--- config.mk ---
export PLATFORM = sky130hd
export DESIGN_NAME = bresenham_line_points_unit_flat
export DESIGN_NICKNAME = d
export VERILOG_FILES = /design/src/rtl/core/blp_pkg.sv /design/src/rtl/core/blp_ifs.sv /design/src/rtl/core/blp_ctrl.sv /design/src/rtl/core/blp_datapath.sv /design/src/rtl/core/bresenham_line_points_unit.sv /design/src/flat_wrapper.sv
export VERILOG_INCLUDE_DIRS = /design/src /design/src/rtl/core
export SDC_FILE = /design/constraint.sdc
export NUM_CORES = 1
export LEC_CHECK = 0
export ABC_AREA = 1
export BUFFER_PORTS_ARGS = -buffer_cell sky130_fd_sc_hd__buf_4
export CORE_AREA = 2 2 133 135
export DETAILED_ROUTE_END_ITERATION = 12
export DIE_AREA = 0 0 135 137
export GPL_ROUTABILITY_DRIVEN = 0
export GPL_TIMING_DRIVEN = 0
export REMOVE_ABC_BUFFERS = 1
export SKIP_LAST_GASP = 1
export SLEW_MARGIN = 10
export SYNTH_ARGS = -nofsm -noshare
export SYNTH_HDL_FRONTEND = slang
export SYNTH_SLANG_ARGS = --single-unit
--- constraint.sdc ---
create_clock -name clk -period 6.4 [get_ports clk]
set_input_delay 0.64 -clock clk [delete_from_list [all_inputs] [get_ports clk]]
set_output_delay 0.64 -clock clk [all_outputs]
set_load 0.005 [all_outputs]
--- src/rtl/core/bresenham_line_points_unit_assert.svh ---
// Assertion macros used by the line rasterizer controller.
`ifndef BRESENHAM_LINE_POINTS_UNIT_ASSERT_SVH
`define BRESENHAM_LINE_POINTS_UNIT_ASSERT_SVH

// Implication checked in the same cycle, clocked on clk and held off in reset.
`define BLP_ASSERT_SAME(lbl, ante, cons) \
    lbl: assert property (@(posedge clk) disable iff (!rst_n) (ante) |-> (cons)) \
        else $error("line rasterizer check failed");

// Implication checked in the next cycle.
`define BLP_ASSERT_NEXT(lbl, ante, cons) \
    lbl: assert property (@(posedge clk) disable iff (!rst_n) (ante) |=> (cons)) \
        else $error("line rasterizer check failed");

`endif

--- src/rtl/core/blp_pkg.sv ---
// Package with the types and constants of the line rasterizer.
package blp_pkg;

    localparam int COORD_W   = 6;
    localparam int GRID_SIZE = 64;

    typedef logic [COORD_W-1:0] coord_t;

    // Controller states.
    typedef enum logic [0:0] {
        ST_IDLE,
        ST_RUN
    } blp_state_t;

    // Commands from the controller to the datapath.
    typedef struct packed {
        logic load;
        logic step;
    } blp_cmd_t;

    // Status from the datapath to the controller.
    typedef struct packed {
        logic last;
    } blp_status_t;

endpackage

--- src/rtl/core/blp_ifs.sv ---
// Stream interfaces for line segments in and line points out.
interface blp_seg_if;
    logic                  valid;
    logic                  ready;
    logic [blp_pkg::COORD_W-1:0] start_x;
    logic [blp_pkg::COORD_W-1:0] start_y;
    logic [blp_pkg::COORD_W-1:0] end_x;
    logic [blp_pkg::COORD_W-1:0] end_y;

    modport source (output valid, output start_x, output start_y, output end_x,
                    output end_y, input ready);
    modport sink   (input valid, input start_x, input start_y, input end_x,
                    input end_y, output ready);
endinterface

interface blp_pt_if;
    logic                  valid;
    logic                  ready;
    logic [blp_pkg::COORD_W-1:0] point_x;
    logic [blp_pkg::COORD_W-1:0] point_y;
    logic                  last;

    modport source (output valid, output point_x, output point_y, output last,
                    input ready);
    modport sink   (input valid, input point_x, input point_y, input last,
                    output ready);
endinterface

--- src/rtl/core/blp_ctrl.sv ---
// Controller state machine of the line rasterizer.
`include "bresenham_line_points_unit_assert.svh"

module blp_ctrl (
    input  logic                 clk,
    input  logic                 rst_n,
    input  logic                 in_valid,
    output logic                 in_ready,
    output logic                 out_valid,
    input  logic                 out_ready,
    input  blp_pkg::blp_status_t status,
    output blp_pkg::blp_cmd_t    cmd
);

    blp_pkg::blp_state_t state_reg;
    blp_pkg::blp_state_t state_next;

    // State register.
    always_ff @(posedge clk or negedge rst_n)
    begin
        if (!rst_n)
        begin
            state_reg <= blp_pkg::ST_IDLE;
        end
        else
        begin
            state_reg <= state_next;
        end
    end

    // Next state and commands.
    always_comb
    begin
        state_next = state_reg;
        in_ready   = 1'b0;
        out_valid  = 1'b0;
        cmd.load   = 1'b0;
        cmd.step   = 1'b0;
        unique case (state_reg)
            blp_pkg::ST_IDLE:
            begin
                in_ready = 1'b1;
                if (in_valid)
                begin
                    cmd.load   = 1'b1;
                    state_next = blp_pkg::ST_RUN;
                end
            end
            blp_pkg::ST_RUN:
            begin
                out_valid = 1'b1;
                if (out_ready)
                begin
                    if (status.last)
                    begin
                        state_next = blp_pkg::ST_IDLE;
                    end
                    else
                    begin
                        cmd.step = 1'b1;
                    end
                end
            end
            default:
            begin
                state_next = blp_pkg::ST_IDLE;
            end
        endcase
    end

    // A new segment always produces at least one point.
    `BLP_ASSERT_NEXT(a_load_emits, in_valid && in_ready, out_valid)
    // The final point hands control back to the input side.
    `BLP_ASSERT_NEXT(a_last_frees, out_valid && out_ready && status.last, in_ready)
    // A point that is not the last one is followed by another.
    `BLP_ASSERT_NEXT(a_more_points, out_valid && out_ready && !status.last, out_valid)
    // Never load a segment while points are still going out.
    `BLP_ASSERT_SAME(a_no_overlap, cmd.load, !out_valid && !cmd.step)

endmodule

--- src/rtl/core/blp_datapath.sv ---
// Datapath of the line rasterizer: setup, cursor and error term.
module blp_datapath #(
    parameter int GRID_SIZE = blp_pkg::GRID_SIZE
) (
    input  logic                         clk,
    input  blp_pkg::blp_cmd_t            cmd,
    input  logic [blp_pkg::COORD_W-1:0]  start_x,
    input  logic [blp_pkg::COORD_W-1:0]  start_y,
    input  logic [blp_pkg::COORD_W-1:0]  end_x,
    input  logic [blp_pkg::COORD_W-1:0]  end_y,
    output logic [blp_pkg::COORD_W-1:0]  point_x,
    output logic [blp_pkg::COORD_W-1:0]  point_y,
    output blp_pkg::blp_status_t         status
);

    localparam int W = blp_pkg::COORD_W;
    localparam logic [W-1:0] COORD_MAX = W'(GRID_SIZE - 1);

    logic [W-1:0] x0, y0, x1, y1;
    logic         x_up, y_up, steep;
    logic [W-1:0] span_x, span_y, major, minor;

    logic [W-1:0] cx_reg, cy_reg, err_reg, left_reg, major_reg, minor_reg;
    logic         steep_reg, x_up_reg, y_up_reg;
    logic [W-1:0] cx_next, cy_next, err_next;
    logic         wrap;
    logic [W:0]   err_wrap;

    // Saturate endpoints to the grid and derive spans and directions.
    always_comb
    begin
        x0     = (start_x > COORD_MAX) ? COORD_MAX : start_x;
        y0     = (start_y > COORD_MAX) ? COORD_MAX : start_y;
        x1     = (end_x > COORD_MAX) ? COORD_MAX : end_x;
        y1     = (end_y > COORD_MAX) ? COORD_MAX : end_y;
        x_up   = x1 >= x0;
        y_up   = y1 >= y0;
        span_x = x_up ? x1 - x0 : x0 - x1;
        span_y = y_up ? y1 - y0 : y0 - y1;
        steep  = span_y > span_x;
        major  = steep ? span_y : span_x;
        minor  = steep ? span_x : span_y;
    end

    // One step: major axis always moves, minor axis moves when the error wraps.
    always_comb
    begin
        wrap     = err_reg < minor_reg;
        err_wrap = {1'b0, err_reg} + {1'b0, major_reg} - {1'b0, minor_reg};
        err_next = wrap ? err_wrap[W-1:0] : err_reg - minor_reg;
        cx_next  = cx_reg;
        cy_next  = cy_reg;
        if (steep_reg || wrap)
        begin
            cy_next = y_up_reg ? cy_reg + 1'b1 : cy_reg - 1'b1;
        end
        if (!steep_reg || wrap)
        begin
            cx_next = x_up_reg ? cx_reg + 1'b1 : cx_reg - 1'b1;
        end
    end

    // Cursor registers; they also serve as the output register.
    always_ff @(posedge clk)
    begin
        if (cmd.load)
        begin
            cx_reg    <= x0;
            cy_reg    <= y0;
            err_reg   <= major >> 1;
            left_reg  <= major;
            major_reg <= major;
            minor_reg <= minor;
            steep_reg <= steep;
            x_up_reg  <= x_up;
            y_up_reg  <= y_up;
        end
        else if (cmd.step)
        begin
            cx_reg   <= cx_next;
            cy_reg   <= cy_next;
            err_reg  <= err_next;
            left_reg <= left_reg - 1'b1;
        end
    end

    assign point_x     = cx_reg;
    assign point_y     = cy_reg;
    assign status.last = (left_reg == '0);

endmodule

--- src/rtl/core/bresenham_line_points_unit.sv ---
// Top level of the line rasterizer: segment in, grid points out.
//
//   Channel  Dir  Beat payload
//   seg      in   start_x, start_y, end_x, end_y (6 bits each)
//   pt       out  point_x, point_y (6 bits each), last
//
// A segment is taken while the unit is idle; its points follow one per
// cycle from the next cycle, as fast as pt.ready allows. With a single
// cursor register set, the next segment is taken only after the last point
// of the current one has gone out. Stalls on pt hold the current point.
// Reset (rst_n, asynchronous) returns the controller to idle; the datapath
// registers need no reset.
module bresenham_line_points_unit #(
    parameter int GRID_SIZE = blp_pkg::GRID_SIZE
) (
    input  logic  clk,
    input  logic  rst_n,
    blp_seg_if.sink  seg,
    blp_pt_if.source pt
);

    blp_pkg::blp_cmd_t    cmd;
    blp_pkg::blp_status_t status;

    blp_ctrl u_ctrl (
        .clk       (clk),
        .rst_n     (rst_n),
        .in_valid  (seg.valid),
        .in_ready  (seg.ready),
        .out_valid (pt.valid),
        .out_ready (pt.ready),
        .status    (status),
        .cmd       (cmd)
    );

    blp_datapath #(
        .GRID_SIZE (GRID_SIZE)
    ) u_datapath (
        .clk     (clk),
        .cmd     (cmd),
        .start_x (seg.start_x),
        .start_y (seg.start_y),
        .end_x   (seg.end_x),
        .end_y   (seg.end_y),
        .point_x (pt.point_x),
        .point_y (pt.point_y),
        .status  (status)
    );

    assign pt.last = status.last;

endmodule
--- src/flat_wrapper.sv ---
// flat-port wrapper written by rule: the top's interface ports become plain ports
module bresenham_line_points_unit_flat 
#(
    parameter int GRID_SIZE = blp_pkg::GRID_SIZE
)
  (clk, rst_n, seg_valid, seg_start_x, seg_start_y, seg_end_x, seg_end_y, seg_ready, pt_valid, pt_point_x, pt_point_y, pt_last, pt_ready);
  blp_seg_if seg_i ();
  blp_pt_if pt_i ();
  input  logic clk;
  input  logic rst_n;
  input wire logic [$bits(seg_i.valid)-1:0] seg_valid;
  input wire logic [$bits(seg_i.start_x)-1:0] seg_start_x;
  input wire logic [$bits(seg_i.start_y)-1:0] seg_start_y;
  input wire logic [$bits(seg_i.end_x)-1:0] seg_end_x;
  input wire logic [$bits(seg_i.end_y)-1:0] seg_end_y;
  output wire logic [$bits(seg_i.ready)-1:0] seg_ready;
  output wire logic [$bits(pt_i.valid)-1:0] pt_valid;
  output wire logic [$bits(pt_i.point_x)-1:0] pt_point_x;
  output wire logic [$bits(pt_i.point_y)-1:0] pt_point_y;
  output wire logic [$bits(pt_i.last)-1:0] pt_last;
  input wire logic [$bits(pt_i.ready)-1:0] pt_ready;
  assign seg_i.valid = seg_valid;
  assign seg_i.start_x = seg_start_x;
  assign seg_i.start_y = seg_start_y;
  assign seg_i.end_x = seg_end_x;
  assign seg_i.end_y = seg_end_y;
  assign seg_ready = seg_i.ready;
  assign pt_valid = pt_i.valid;
  assign pt_point_x = pt_i.point_x;
  assign pt_point_y = pt_i.point_y;
  assign pt_last = pt_i.last;
  assign pt_i.ready = pt_ready;
  bresenham_line_points_unit #(.GRID_SIZE(GRID_SIZE)) u_core (.clk(clk), .rst_n(rst_n), .seg(seg_i), .pt(pt_i));
endmodule
==> flow_summary.json <==
{
  "synth_cell_types": 43,
  "utilization_pct": 28.0,
  "syn_avg_cell_area_um2": 7.48,
  "clk_latency_ns": 0.29,
  "die-area_um2": 18500,
  "vias": 3384,
  "slew_violations": 0,
  "period_minus_slack_ns": 3.57,
  "p_clk_share_pct": 17.0,
  "peakVddDrop_mv": 0.111,
  "fmax_mhz": 280,
  "htreeDepth": 2,
  "initial_core_util_pct": 24.6,
  "cts-resized-gates": 0,
  "ant_nets": 0,
  "switching_share_pct": 40.7,
  "synth_top_family_by_area": "simple AND/OR/NAND/NOR gates",
  "routed_wl_um": 8860,
  "worst_ep_arrival_time_ns": 3.61,
  "seqPwrFrac_pct": 29.1,
  "grt_pass1_wl_um": 15100,
  "drive_gt1_share_pct": 13.1,
  "muxShareOfSynthArea_pct": 0,
  "post_cts_buffers": 0,
  "n_antenna_cell": 0,
  "synth_edf_count": 38,
  "max_stage_delay_ns": 0.50,
  "yosysWarnings": 0,
  "cp.required_ns": 6.44,
  "worst_setup_path_end_kind": "flop",
  "r2r_cells": 7,
  "tightest_slew_ns": 0.973,
  "netSwitchingPower_mw": 0.590,
  "reg2reg_slack_ns": 3.02,
  "grt_start_max_net_pins": 41,
  "area_growth_pct": 13.9,
  "ys_seq_elements": 40,
  "crit_fanout": 15,
  "antenna_found_initial": 0,
  "r2r_end": "u_core.u_datapath.point_y[2]$_DFFE_PP_",
  "core_um2": 17100,
  "slew_headroom_pct": 35.0,
  "multiInputGateArea_um2": 2440,
  "nFillCells": 1884,
  "outcome": "finished clean",
  "ioPinCount": 43,
  "dp_hpwl_um": 7150,
  "p_per_area_nw_per_um2": 304,
  "grt_pass1_vias": 3230,
  "final_common_cell": "nand2_1",
  "leakage_nw": 2.44,
  "setup_tns_ns": 0,
  "cts_max_path_buffers": 2,
  "wl_per_cell_um": 11.0,
  "setup_viol": 0,
  "io_buffers": 42,
  "mostFrequentLayoutCells": "nand2_1 (139), inv_1 (103), ha_1 (50), buf_4 (42), nand3_1 (39)",
  "yosysSeqAreaShare_pct": 28.3,
  "synth_async_sr_flop_share_pct": 2.50,
  "crit_top_cell": "nand2_1",
  "p_int_mw": 0.861,
  "viasPerCell": 4.21,
  "overflow": 0,
  "synth_simple_gate_area_share_pct": 24.3,
  "critPathSlowestCell": "o21ai_2",
  "rr_startpoint": "u_core.u_ctrl.state_reg$_DFF_PN0_",
  "crit_chain": "buf_4 > ha_1 > fa_1 > nand2_1 > nand2_2 > inv_2 > nor2_4 > nand2_1 > nand3_1 > and2_4 > ha_1 > nand2_1 > nor2_1 > o21ai_1 > inv_1 > o21ai_2 > nand3_1 > nand3_1 > nand2_1",
  "startpoint_type": "primary input",
  "hold_viol": 0,
  "rsz0062_at_grt": "no",
  "synth_area_um2": 4190,
  "drt_iter0_markers": 133,
  "cts_hold_buf": 0,
  "hold_path.class": "primary input to async pin",
  "cts_tree": "yes",
  "synthXorXnorAreaFrac_pct": 3.97,
  "pwr-share-comb_pct": 53.8,
  "first_pass_iters": 4,
  "rows": 48,
  "synthAdderAreaFrac_pct": 20.7,
  "fin_crit_sh_pct": 55.8,
  "drv_cap": 0,
  "fp.dieW_um": 135,
  "drc_errors": 0,
  "grt_usage_pct": 10.2,
  "nets": 667,
  "synth_cells": 560,
  "cts.clk_slew.worst_paths_ns": 0.06,
  "clock_skew_ns": 0.0106,
  "cts.sinks": 40,
  "die_h_um": 137,
  "cts_root_buffer": "clkbuf_16",
  "synthFlopType": "edfxtp_1",
  "crit_type": "primary input to flop",
  "numCtsBuffers": 5,
  "synth_compound_area_share_pct": 9.32,
  "ff_latch_area_um2": 1190
}
## how the worst max path moves through the flow
| stage | end | slack (ns) | cells past startpoint | startpoint |
|---|---|---|---|---|
| 6_report | u_core.u_datapath.err_reg[4]$_DFFE_PP_ | 2.83 | 19 | seg_start_x[0] |
| 5_1_grt | u_core.u_datapath.left_reg[0]$_DFFE_PP_ | 2.49 | 17 | seg_start_y[0] |
| 4_1_cts | u_core.u_datapath.left_reg[0]$_DFFE_PP_ | 2.81 | 19 | seg_start_x[0] |
| 3_5_place_dp | u_core.u_datapath.left_reg[5]$_DFFE_PP_ | 2.51 | 19 | seg_start_x[0] |
| 3_3_place_gp | u_core.u_datapath.point_y[3]$_DFFE_PP_ | 1.92 | 7 | seg_valid |
| 2_1_floorplan | u_core.u_datapath.left_reg[0]$_DFFE_PP_ | 3.07 | 19 | seg_end_x[0] |
## per-stage QoR
| step | area, µm² | cells | hold WS [ns] | total power, mW | setup slack (ns) |
|---|---|---|---|---|---|
| floorplan | 4030 | 528 | 0.344 | 1.01 | 3.07 |
| global placement | 4630 | 795 | 0.417 | 1.20 | 1.92 |
| detailed placement | 4630 | 795 | 0.418 | 1.21 | 2.51 |
| CTS | 4770 | 803 | 0.103 | 1.47 | 2.81 |
| global route | 4770 | 803 | 0.101 | 1.60 | 2.49 |
| finish | 4770 | 803 | 0.109 | 1.45 | 2.83 |
## power groups by stage
stage,combinational [mW],sequential [mW],clock [mW]
5_1_grt,0.908,0.432,0.264
2_1_floorplan,0.582,0.424,0
3_3_place_gp,0.771,0.429,0
3_5_place_dp,0.781,0.430,0
4_1_cts,0.788,0.424,0.256
6_report,0.781,0.423,0.247
## logic make-up after synthesis
kind of cell / Yosys count
adders and majority gates: 62
DFF: 40
xor gates and xnor gates: 19
and+or+nand+nor: 230
buffers and inverters: 140
AOI/OAI and AO/OA: 69
## routing by layer
metal	vias to the layer above	global-route usage (%)	part of all wire (%)
met2	48	17.4	47
met5	-	0	0
met3	12	1.15	1.9
met1	1527	13.2	48
met4	0	4.40	2.6
li1	1797	-	-
## synth_stat cells (4+ instances only)
cell / count / share of area [%]
nand3_1: 39 / 4.7
clkbuf_1: 25 / 2.2
inv_1: 103 / 9.2
and2_1: 5 / 0.75
nand2_2: 8 / 1.2
o21ai_0: 25 / 3.0
ha_1: 50 / 15
a21oi_1: 23 / 2.7
nand2_1: 139 / 12
xor2_1: 13 / 2.7
fa_1: 12 / 5.7
edfxtp_1: 38 / 27
nand4_1: 6 / 0.90
o21ai_1: 4 / 0.48
nor2_1: 20 / 1.8
xnor2_1: 6 / 1.3
## critical path: cells and delay by family
family / cells / cell delay, ns
fa+ha+maj: 3 / 0.94
buf+inv: 3 / 0.26
compound gates: 2 / 0.57
simple gates: 11 / 1.19
## area by class of cell
type                            instances  area share [%]
Multi-Input combinational cell        380            51.1
Sequential cell                        40            24.9
Inverter                              108            8.58
Timing Repair Buffer                   42            6.61
Tap cell                              225            5.90
Clock buffer                            6            2.70
Clock inverter                          2           0.236
(Power assumes the default switching activity.)
